### src/hdl/ipt_pkg.sv
// ----------------------------------------------------------------------------
// ipt_pkg: shared types and constants for the interval phase timer
// Payload structs, command codes, phase and run-state codes, and the
// controller/datapath command and status bundles.
// ----------------------------------------------------------------------------
`default_nettype none

package ipt_pkg;

  // Transition queue geometry
  localparam int QUEUE_DEPTH = 8;
  localparam int PTR_W       = (QUEUE_DEPTH > 1) ? $clog2(QUEUE_DEPTH) : 1;
  localparam int FILL_W      = $clog2(QUEUE_DEPTH + 1);
  localparam int MAX_RESULTS = 8;
  localparam int CNT_W       = $clog2(MAX_RESULTS + 1);

  // Short breaks before a long break
  localparam logic [1:0] SESS_MAX = 2'd3;

  // Divide by 1000 through a reciprocal: q = (x * DIV_MUL) >> DIV_SHIFT
  localparam int          MS_PER_SEC = 1000;
  localparam int          DIV_SHIFT  = 38;
  localparam logic [28:0] DIV_MUL    = 29'd274877907;
  localparam int          PROD_W     = 61;
  localparam int          QUO_W      = PROD_W - DIV_SHIFT;

  // Register reset values
  localparam logic [31:0] WORK_RST  = 32'd1500000;
  localparam logic [31:0] SHORT_RST = 32'd300000;
  localparam logic [31:0] LONG_RST  = 32'd900000;

  // Configuration register indexes
  localparam logic [1:0] CFG_WORK  = 2'd0;
  localparam logic [1:0] CFG_SHORT = 2'd1;
  localparam logic [1:0] CFG_LONG  = 2'd2;

  // Command codes
  localparam logic [2:0] OP_TICK   = 3'd0;
  localparam logic [2:0] OP_START  = 3'd1;
  localparam logic [2:0] OP_PAUSE  = 3'd2;
  localparam logic [2:0] OP_RESUME = 3'd3;
  localparam logic [2:0] OP_TOGGLE = 3'd4;
  localparam logic [2:0] OP_RESET  = 3'd5;
  localparam logic [2:0] OP_SKIP   = 3'd6;
  localparam logic [2:0] OP_DRAIN  = 3'd7;

  // Phase codes
  localparam logic [1:0] PH_WORK  = 2'd0;
  localparam logic [1:0] PH_SHORT = 2'd1;
  localparam logic [1:0] PH_LONG  = 2'd2;

  // Run-state codes
  localparam logic [1:0] RS_IDLE  = 2'd0;
  localparam logic [1:0] RS_RUN   = 2'd1;
  localparam logic [1:0] RS_PAUSE = 2'd2;

  // Input transaction
  typedef struct packed {
    logic [2:0]  operation;
    logic [15:0] elapsed_ms;
    logic [7:0]  take_limit;
  } in_item_t;

  // Result transaction
  typedef struct packed {
    logic [1:0]  phase;
    logic [1:0]  run_state;
    logic [31:0] remaining_ms;
    logic [31:0] duration_ms;
    logic [1:0]  sessions_done;
    logic [31:0] change_count;
    logic [31:0] transition_count;
    logic [3:0]  pending;
    logic        transition_valid;
    logic [1:0]  from_phase;
    logic [1:0]  to_phase;
    logic        last;
  } out_item_t;

  // Controller to datapath commands
  typedef struct packed {
    logic load;         // latch the accepted input transaction
    logic apply;        // execute a non-tick, non-drain command
    logic tick_finish;  // tick covers the remaining time: end the phase
    logic rem_calc;     // form the sub-second remainder from the product
    logic tick_sub;     // tick stays inside the phase: subtract
    logic drain_start;  // take the drain count off the queue fill
    logic pop;          // emit one drained transition
    logic emit;         // emit the single result of the command
  } ipt_cmd_t;

  // Datapath to controller status
  typedef struct packed {
    logic [2:0] op;
    logic       running;
    logic       e_zero;
    logic       tl_gt_e;
    logic       drain_none;
    logic       cnt_last;
    logic       out_free;
  } ipt_sts_t;

endpackage

`default_nettype wire

### src/hdl/ipt_datapath.sv
// ----------------------------------------------------------------------------
// ipt_datapath: timer state, transition queue and output register
// Holds phase lengths, run state, counters and the circular transition
// queue; carries out the steps that the controller commands.
// ----------------------------------------------------------------------------
`default_nettype none

module ipt_datapath import ipt_pkg::*; (
  input  wire logic        clk_i,
  input  wire logic        rst_ni,
  input  wire ipt_cmd_t    cmd_i,
  output ipt_sts_t         sts_o,
  input  wire in_item_t    in_data_i,
  input  wire logic        cfg_we_i,
  input  wire logic [1:0]  cfg_idx_i,
  input  wire logic [31:0] cfg_data_i,
  input  wire logic        out_stall_i,
  output logic             out_valid_o,
  output out_item_t        out_data_o
);

  // Configuration registers
  logic [31:0] work_q, short_q, long_q;
  logic [31:0] cfg_val;

  // Timer state
  logic [1:0]  phase_q, phase_d;
  logic [1:0]  mode_q, mode_d;
  logic [31:0] tl_q, tl_d;
  logic [31:0] len_q, len_d;
  logic [1:0]  sess_q, sess_d;
  logic [31:0] gen_q, gen_d;
  logic [31:0] trc_q, trc_d;

  // Transition queue
  logic [3:0]        queue_q [QUEUE_DEPTH];
  logic [FILL_W-1:0] fill_q, fill_d;
  logic [PTR_W-1:0]  head_q, head_d;
  logic [PTR_W:0]    wr_sum;
  logic [PTR_W-1:0]  wr_addr;
  logic              rec;
  logic [3:0]        entry;

  // Latched transaction
  logic [2:0]  op_q;
  logic [15:0] e_q, e_d;
  logic [7:0]  lim_q;

  // Drain count
  logic [CNT_W-1:0] cnt_q, cnt_d;
  logic [8:0]       n_fl;
  logic [CNT_W-1:0] n_w;

  // Seconds remainder
  logic [31:0]        tl_m1;
  logic [PROD_W-1:0]  prod, prod_q;
  logic [QUO_W-1:0]   quo;
  logic [31:0]        quo_k;
  logic [9:0]         rem_q;

  // Phase-end values
  logic [1:0]  fin_phase;
  logic [1:0]  fin_sess;
  logic [31:0] fin_len;
  logic        do_finish;

  // Output register
  logic      out_valid_q;
  out_item_t out_q;
  logic      out_free;

  // Zero written means 1 ms
  assign cfg_val = (cfg_data_i == 32'd0) ? 32'd1 : cfg_data_i;

  always_ff @(posedge clk_i or negedge rst_ni) begin
    if (!rst_ni) begin
      work_q  <= WORK_RST;
      short_q <= SHORT_RST;
      long_q  <= LONG_RST;
    end else if (cfg_we_i) begin
      case (cfg_idx_i)
        CFG_WORK:  work_q  <= cfg_val;
        CFG_SHORT: short_q <= cfg_val;
        CFG_LONG:  long_q  <= cfg_val;
        default: ;
      endcase
    end
  end

  // Next phase, session count and length at a phase end
  always_comb begin
    fin_sess = sess_q;
    if (phase_q == PH_WORK) begin
      if (sess_q < SESS_MAX) begin
        fin_sess  = sess_q + 2'd1;
        fin_phase = PH_SHORT;
      end else begin
        fin_sess  = SESS_MAX;
        fin_phase = PH_LONG;
      end
    end else begin
      if (phase_q == PH_LONG) fin_sess = 2'd0;
      fin_phase = PH_WORK;
    end
    case (fin_phase)
      PH_SHORT: fin_len = short_q;
      PH_LONG:  fin_len = long_q;
      default:  fin_len = work_q;
    endcase
  end

  // Queue write address: head + fill, wrapped; equals head when full
  assign wr_sum  = {1'b0, head_q} + (PTR_W+1)'(fill_q);
  assign wr_addr = (wr_sum >= (PTR_W+1)'(QUEUE_DEPTH)) ?
                   PTR_W'(wr_sum - (PTR_W+1)'(QUEUE_DEPTH)) : PTR_W'(wr_sum);
  assign entry   = queue_q[head_q];

  // Drain count: min(fill, limit, MAX_RESULTS)
  always_comb begin
    n_fl = (9'(fill_q) < {1'b0, lim_q}) ? 9'(fill_q) : {1'b0, lim_q};
    if (n_fl > 9'(MAX_RESULTS)) n_fl = 9'(MAX_RESULTS);
    n_w = CNT_W'(n_fl);
  end

  // Reciprocal multiply for (time_left - 1) / 1000, then the remainder
  assign tl_m1 = tl_q - 32'd1;
  assign prod  = PROD_W'(tl_m1) * PROD_W'(DIV_MUL);
  assign quo   = prod_q[PROD_W-1:DIV_SHIFT];
  assign quo_k = 32'(quo) * 32'(MS_PER_SEC);

  // State update
  always_comb begin
    phase_d   = phase_q;
    mode_d    = mode_q;
    tl_d      = tl_q;
    len_d     = len_q;
    sess_d    = sess_q;
    gen_d     = gen_q;
    trc_d     = trc_q;
    fill_d    = fill_q;
    head_d    = head_q;
    e_d       = e_q;
    cnt_d     = cnt_q;
    do_finish = 1'b0;
    rec       = 1'b0;

    if (cmd_i.load) e_d = in_data_i.elapsed_ms;

    if (cmd_i.apply) begin
      case (op_q)
        OP_START: begin
          if (mode_q == RS_IDLE) begin
            mode_d = RS_RUN;
            gen_d  = gen_q + 32'd1;
          end
        end
        OP_PAUSE: begin
          if (mode_q == RS_RUN) begin
            mode_d = RS_PAUSE;
            gen_d  = gen_q + 32'd1;
          end
        end
        OP_RESUME: begin
          if (mode_q == RS_PAUSE) begin
            mode_d = RS_RUN;
            gen_d  = gen_q + 32'd1;
          end
        end
        OP_TOGGLE: begin
          mode_d = (mode_q == RS_RUN) ? RS_PAUSE : RS_RUN;
          gen_d  = gen_q + 32'd1;
        end
        OP_RESET: begin
          mode_d  = RS_IDLE;
          phase_d = PH_WORK;
          len_d   = work_q;
          tl_d    = work_q;
          sess_d  = 2'd0;
          fill_d  = '0;
          gen_d   = gen_q + 32'd1;
        end
        OP_SKIP: do_finish = 1'b1;
        default: ;
      endcase
    end

    // Tick runs past the phase end: carry the surplus on
    if (cmd_i.tick_finish) begin
      e_d       = e_q - tl_q[15:0];
      do_finish = 1'b1;
    end

    if (do_finish) begin
      phase_d = fin_phase;
      len_d   = fin_len;
      tl_d    = fin_len;
      mode_d  = RS_RUN;
      sess_d  = fin_sess;
      gen_d   = gen_q + 32'd1;
      trc_d   = trc_q + 32'd1;
      rec     = 1'b1;
      if (fill_q == FILL_W'(QUEUE_DEPTH)) begin
        head_d = (head_q == PTR_W'(QUEUE_DEPTH - 1)) ? '0 : head_q + PTR_W'(1);
      end else begin
        fill_d = fill_q + FILL_W'(1);
      end
    end

    // Tick inside the phase: bump if the shown seconds change
    if (cmd_i.tick_sub) begin
      tl_d = tl_q - {16'd0, e_q};
      if (e_q > {6'd0, rem_q}) gen_d = gen_q + 32'd1;
    end

    if (cmd_i.drain_start) begin
      cnt_d  = n_w;
      fill_d = fill_q - FILL_W'(n_w);
    end

    if (cmd_i.pop) begin
      head_d = (head_q == PTR_W'(QUEUE_DEPTH - 1)) ? '0 : head_q + PTR_W'(1);
      cnt_d  = cnt_q - CNT_W'(1);
    end
  end

  always_ff @(posedge clk_i or negedge rst_ni) begin
    if (!rst_ni) begin
      phase_q <= PH_WORK;
      mode_q  <= RS_IDLE;
      tl_q    <= WORK_RST;
      len_q   <= WORK_RST;
      sess_q  <= 2'd0;
      gen_q   <= '0;
      trc_q   <= '0;
      fill_q  <= '0;
      head_q  <= '0;
      cnt_q   <= '0;
    end else begin
      phase_q <= phase_d;
      mode_q  <= mode_d;
      tl_q    <= tl_d;
      len_q   <= len_d;
      sess_q  <= sess_d;
      gen_q   <= gen_d;
      trc_q   <= trc_d;
      fill_q  <= fill_d;
      head_q  <= head_d;
      cnt_q   <= cnt_d;
    end
  end

  // Payload registers: transaction fields, product, remainder, queue
  always_ff @(posedge clk_i) begin
    e_q    <= e_d;
    prod_q <= prod;
    if (cmd_i.load) begin
      op_q  <= in_data_i.operation;
      lim_q <= in_data_i.take_limit;
    end
    if (cmd_i.rem_calc) rem_q <= 10'(tl_m1 - quo_k);
    if (rec) queue_q[wr_addr] <= {fin_phase, phase_q};
  end

  // Output register
  assign out_free = !out_valid_q || !out_stall_i;

  always_ff @(posedge clk_i or negedge rst_ni) begin
    if (!rst_ni) begin
      out_valid_q <= 1'b0;
    end else if (cmd_i.emit || cmd_i.pop) begin
      out_valid_q <= 1'b1;
    end else if (!out_stall_i) begin
      out_valid_q <= 1'b0;
    end
  end

  always_ff @(posedge clk_i) begin
    if (cmd_i.emit || cmd_i.pop) begin
      out_q.phase            <= phase_q;
      out_q.run_state        <= mode_q;
      out_q.remaining_ms     <= tl_q;
      out_q.duration_ms      <= len_q;
      out_q.sessions_done    <= sess_q;
      out_q.change_count     <= gen_q;
      out_q.transition_count <= trc_q;
      out_q.pending          <= 4'(fill_q);
      out_q.transition_valid <= cmd_i.pop;
      out_q.from_phase       <= cmd_i.pop ? entry[1:0] : 2'd0;
      out_q.to_phase         <= cmd_i.pop ? entry[3:2] : 2'd0;
      out_q.last             <= cmd_i.emit || (cnt_q == CNT_W'(1));
    end
  end

  assign out_valid_o = out_valid_q;
  assign out_data_o  = out_q;

  // Status to the controller
  assign sts_o.op         = op_q;
  assign sts_o.running    = (mode_q == RS_RUN);
  assign sts_o.e_zero     = (e_q == 16'd0);
  assign sts_o.tl_gt_e    = (tl_q > {16'd0, e_q});
  assign sts_o.drain_none = (n_w == '0);
  assign sts_o.cnt_last   = (cnt_q == CNT_W'(1));
  assign sts_o.out_free   = out_free;

endmodule

`default_nettype wire

### src/hdl/ipt_ctrl.sv
// ----------------------------------------------------------------------------
// ipt_ctrl: sequencing state machine for the interval phase timer
// Accepts one transaction at a time, steps the datapath through command
// execution, the tick loop and queue drain, and issues the results.
// ----------------------------------------------------------------------------
`default_nettype none

module ipt_ctrl import ipt_pkg::*; (
  input  wire logic     clk_i,
  input  wire logic     rst_ni,
  input  wire logic     in_valid_i,
  output logic          in_stall_o,
  output ipt_cmd_t      cmd_o,
  input  wire ipt_sts_t sts_i
);

  localparam logic [2:0] S_IDLE  = 3'd0;
  localparam logic [2:0] S_EXEC  = 3'd1;
  localparam logic [2:0] S_TICK  = 3'd2;
  localparam logic [2:0] S_REM   = 3'd3;
  localparam logic [2:0] S_SUB   = 3'd4;
  localparam logic [2:0] S_EMIT  = 3'd5;
  localparam logic [2:0] S_DRAIN = 3'd6;

  logic [2:0] state_q, state_d;

  assign in_stall_o = (state_q != S_IDLE);

  always_comb begin
    state_d = state_q;
    cmd_o   = '0;
    case (state_q)
      S_IDLE: begin
        if (in_valid_i) begin
          cmd_o.load = 1'b1;
          state_d    = S_EXEC;
        end
      end
      S_EXEC: begin
        if (sts_i.op == OP_TICK) begin
          state_d = S_TICK;
        end else if (sts_i.op == OP_DRAIN) begin
          if (sts_i.drain_none) begin
            state_d = S_EMIT;
          end else begin
            cmd_o.drain_start = 1'b1;
            state_d           = S_DRAIN;
          end
        end else begin
          cmd_o.apply = 1'b1;
          state_d     = S_EMIT;
        end
      end
      // One phase end per cycle until the tick lands inside a phase
      S_TICK: begin
        if (!sts_i.running || sts_i.e_zero) begin
          state_d = S_EMIT;
        end else if (sts_i.tl_gt_e) begin
          state_d = S_REM;
        end else begin
          cmd_o.tick_finish = 1'b1;
        end
      end
      S_REM: begin
        cmd_o.rem_calc = 1'b1;
        state_d        = S_SUB;
      end
      S_SUB: begin
        cmd_o.tick_sub = 1'b1;
        state_d        = S_EMIT;
      end
      S_EMIT: begin
        if (sts_i.out_free) begin
          cmd_o.emit = 1'b1;
          state_d    = S_IDLE;
        end
      end
      S_DRAIN: begin
        if (sts_i.out_free) begin
          cmd_o.pop = 1'b1;
          if (sts_i.cnt_last) state_d = S_IDLE;
        end
      end
      default: state_d = S_IDLE;
    endcase
  end

  always_ff @(posedge clk_i or negedge rst_ni) begin
    if (!rst_ni) begin
      state_q <= S_IDLE;
    end else begin
      state_q <= state_d;
    end
  end

endmodule

`default_nettype wire

### src/hdl/interval_phase_timer.sv
// ----------------------------------------------------------------------------
// interval_phase_timer: three-phase work/break interval timer
// Top level: controller plus datapath, valid/stall channels and a plain
// configuration write port.
// ----------------------------------------------------------------------------
// One transaction is worked on at a time. A command other than tick or
// drain is accepted, executed and issued. A tick that stays inside the
// current phase is accepted, executed and compared, then forms the remainder
// of the shown seconds through a registered reciprocal multiply by 1/1000,
// subtracts and issues; when the timer is not running or the elapsed time is
// zero it is issued straight after the compare. The phase-end loop retires
// one phase end per cycle, for every phase end the tick crosses. A drain is
// accepted, takes its count off the queue and hands out its transitions one
// by one, or issues a single result when it hands out none. Results wait in
// a single output register; an output stall holds the issuing cycle, and the
// next transaction is taken as soon as the previous result is loaded there.
// Configuration writes take effect at the next phase entry or reset command.
`default_nettype none

module interval_phase_timer import ipt_pkg::*; (
  input  wire logic        clk_i,
  input  wire logic        rst_ni,
  input  wire logic        in_valid_i,
  output logic             in_stall_o,
  input  wire in_item_t    in_data_i,
  output logic             out_valid_o,
  input  wire logic        out_stall_i,
  output out_item_t        out_data_o,
  input  wire logic        cfg_we_i,
  input  wire logic [1:0]  cfg_idx_i,
  input  wire logic [31:0] cfg_data_i
);

  ipt_cmd_t cmd;
  ipt_sts_t sts;

  // Sequencer
  ipt_ctrl u_ctrl (
    .clk_i      (clk_i),
    .rst_ni     (rst_ni),
    .in_valid_i (in_valid_i),
    .in_stall_o (in_stall_o),
    .cmd_o      (cmd),
    .sts_i      (sts)
  );

  // State, queue and output register
  ipt_datapath u_datapath (
    .clk_i       (clk_i),
    .rst_ni      (rst_ni),
    .cmd_i       (cmd),
    .sts_o       (sts),
    .in_data_i   (in_data_i),
    .cfg_we_i    (cfg_we_i),
    .cfg_idx_i   (cfg_idx_i),
    .cfg_data_i  (cfg_data_i),
    .out_stall_i (out_stall_i),
    .out_valid_o (out_valid_o),
    .out_data_o  (out_data_o)
  );

endmodule

`default_nettype wire
### config.mk
export PLATFORM = sky130hd
export DESIGN_NAME = interval_phase_timer
export DESIGN_NICKNAME = d
export VERILOG_FILES = /design/src/hdl/ipt_pkg.sv /design/src/hdl/ipt_datapath.sv /design/src/hdl/ipt_ctrl.sv /design/src/hdl/interval_phase_timer.sv
export SDC_FILE = /design/constraint.sdc
export NUM_CORES = 2
export LEC_CHECK = 0
export BUFFER_PORTS_ARGS = -buffer_cell sky130_fd_sc_hd__buf_2
export CAP_MARGIN = 20
export CORE_MARGIN = 2
export CORE_UTILIZATION = 25
export CTS_CLUSTER_SIZE = 24
export DETAILED_ROUTE_END_ITERATION = 6
export MAX_ROUTING_LAYER = met4
export PLACE_DENSITY = 0.46
export SYNTH_ARGS = -nofsm -noshare
export SYNTH_HDL_FRONTEND = slang
export SYNTH_SLANG_ARGS = --single-unit
### constraint.sdc
create_clock -name clk_i -period 10.8 [get_ports clk_i]
set_clock_uncertainty 0.1 [all_clocks]
set_input_delay 0.54 -clock clk_i [delete_from_list [all_inputs] [get_ports clk_i]]
set_output_delay 0.54 -clock clk_i [all_outputs]
set_load 0.1 [all_outputs]
==> out/metrics.cfg <==
[placement]
dpl-instance-area_um2=36900
io_buffer_count=211
gp_congestion=0.858
place_hpwl_um=74300

[timing]
drv_slew=0
relSlewSlack=0.298
fmax_mhz=111
period_needed_ps=9040
rsz0062_at_grt=no
setup_violations=0
hold_violations=0
setup_tns_ps=0
max_slew.worst_pin.slew_ps=1050
fin_crit_sh=0.837

[floorplanning]
die_y_um=370
row_count=134
die_w_um=370
core_area_um2=133000
ios=212
dieArea_um2=137000
initial_utilization=0.251

[clock_tree]
clkLatencyLatePin_ps=620
htree_num_levels=2
cts_hold_buf=10
cts_resized=0
cts_inserted_buffers=52
clockBufferDepth=3
cts_tree=done
cts_sinks=465
cts-root-buf=clkbuf_16
clk_pin_slew_worst_paths_ps=70
cts_setup_buffers=0

[global_route]
grt_max_degree=167
antenna_found_initial=13
overflow=0
grt_pass1_vias=22700
grt_pass1_wl_um=146000
grt_usage=0.143

[final_layout]
nets=3914
area_growth_pct=15.7
layout-drive-gt1-share=0.164
final_area_um2=38800

[critical_path]
cp.required_ps=11240
critPathKind=reg -> reg
cp_max_fo=8
rr_worst_depth=27
regToRegSetupSlack_ps=1760
r2r_end=u_datapath.prod_q[42]
cp-end-kind=flip-flop
setup.worst_path.start_class=flip-flop
r2r-start=u_datapath.tl_q[0]
cp.arrival_ps=9480
worstSetupStartpoint=u_datapath.tl_q[0]

[route]
drt_iter0_drc=1390
ant_nets=0
vias=22000
via_per_inst=4.38
wl_per_cell_um=19.0
firstDrtPassIters=5
routed_wl_um=95300
drc_errors=0

[worst_hold_path]
min_to=u_datapath.op_q[1]
holdPathStages=1
hp-class=in -> reg
holdCritStartpoint=in_data_i[25]

[synthesis]
yosys_warnings=0
syn_area_um2=33500
ys.flop_type=edfxtp_1
syn_nets=3662
synth-edff-count=213
synthArstFlopShare=0.527
ys_seq_area_frac=0.380
synth_cell_types=80
syn_inst=2937
syn_avg_cell_area_um2=11.4
synth_seq_cells=465

[run_status]
outcome=completed

[flow_run]
drv_cap=0

## Yosys cell counts, drive strengths merged (49+ instances only)
cell | number | share of area
mux2 | 99 | 0.033
ha | 373 | 0.14
nor3 | 49 | 0.0080
fa | 286 | 0.17
xnor2 | 94 | 0.025
dfstp | 49 | 0.038
a21oi | 99 | 0.015
inv | 542 | 0.061
o21ai | 80 | 0.012
a21o | 52 | 0.012
dfrtp | 196 | 0.15
clkbuf | 50 | 0.0056
edfxtp | 213 | 0.19
nor2 | 105 | 0.012
nand2 | 157 | 0.018
## placed cells by master, fill, tap and decap left out, types with 51 or more instances in the layout
| cell | count |
|---|---|
| a21o_1 | 51 |
| a21oi_1 | 98 |
| buf_2 | 210 |
| clkbuf_16 | 53 |
| dfrtp_1 | 196 |
| edfxtp_1 | 213 |
| fa_1 | 286 |
| ha_1 | 373 |
| inv_1 | 542 |
| mux2_2 | 99 |
| nand2_1 | 156 |
| nor2_1 | 103 |
| o21ai_0 | 76 |
| xnor2_1 | 93 |
## area by class of cell
cell class	instances	area (um2)
fillers	13800	94500
multi-input cells	1857	18500
well taps	1768	2210
flip-flops and latches	465	12700
inverters	542	2030
clock inverters	23	240
clock buffers	75	1510
repair buffers	271	1560
diodes	9	22.5
## cells by family after synthesis
group | Yosys count | synth area share
AOI/OAI and AO/OA | 433 | 0.0868
xor gates and xnor gates | 136 | 0.0355
adders and majority gates | 659 | 0.310
buffers and inverters | 615 | 0.0704
DFF | 465 | 0.380
muxes | 118 | 0.0419
and+or+nand+nor | 511 | 0.0756
## metrics by stage
| stage | std cells | setup slack [ps] | hold slack (ps) | utilization |
|---|---|---|---|---|
| 6_report | 5010 | 1760 | 48.7 | 0.291 |
| 5_1_grt | 5009 | 1240 | 3.66 | 0.291 |
| 4_1_cts | 4999 | 1680 | 4.06 | 0.291 |
| 3_5_place_dp | 4891 | 1700 | 334 | 0.277 |
| 3_3_place_gp | 4891 | 1800 | 332 | 0.277 |
| 2_1_floorplan | 2937 | 1950 | 144 | - |
## worst max path at each step
| stage | to | slack, ps |
|---|---|---|
| floorplan | u_datapath.out_data_o[0] | 1950 |
| global placement | u_datapath.prod_q[40] | 1800 |
| detailed placement | u_datapath.prod_q[40] | 1700 |
| CTS | u_datapath.prod_q[40] | 1680 |
| global route | u_datapath.prod_q[40] | 1240 |
| finish | u_datapath.prod_q[42] | 1760 |
## per-layer routing
layer	vias to the layer above	track usage	routed length, um
li1	10500	-	-
met1	10900	0.201	47100
met2	414	0.218	42500
met3	102	0.0238	3850
met4	0	0.0275	1840
met5	-	-	0
## worst max-delay path: stages, from the launching register on
cell	delay [ps]
dfrtp_1	460
or4_1	650
nor4_2	530
nand2_1	270
nor3_4	340
xnor2_1	420
inv_1	410
ha_1	440
fa_1	420
fa_1	540
inv_1	50
fa_1	490
inv_1	50
fa_1	520
fa_1	440
fa_1	540
inv_1	50
fa_1	490
inv_1	40
ha_1	300
nand3_1	80
nor2_1	190
o2111ai_1	130
a31oi_1	170
nor3_1	100
o311a_1	380
o21bai_1	170
xor2_1	170
## registers in the layout, summed over array words and instances (netlist names), 3 cells and up, named ones only
name	count
u_ctrl.state_q	3
u_datapath.lim_q	8
u_datapath.op_q	3
u_datapath.long_q	32
u_datapath.cnt_q	4
u_datapath.trc_q	32
u_datapath.rem_q	10
u_datapath.gen_q	32
u_datapath.head_q	3
u_datapath.work_q	32
u_datapath.prod_q	7
u_datapath.short_q	32
u_datapath.queue_q	32
u_datapath.fill_q	3
u_datapath.out_data_o	144
u_datapath.len_q	32
u_datapath.e_q	16
u_datapath.tl_q	32
Power is not shown: default switching activity piles up to over one toggle a cycle in this logic, so the estimate is an artifact.
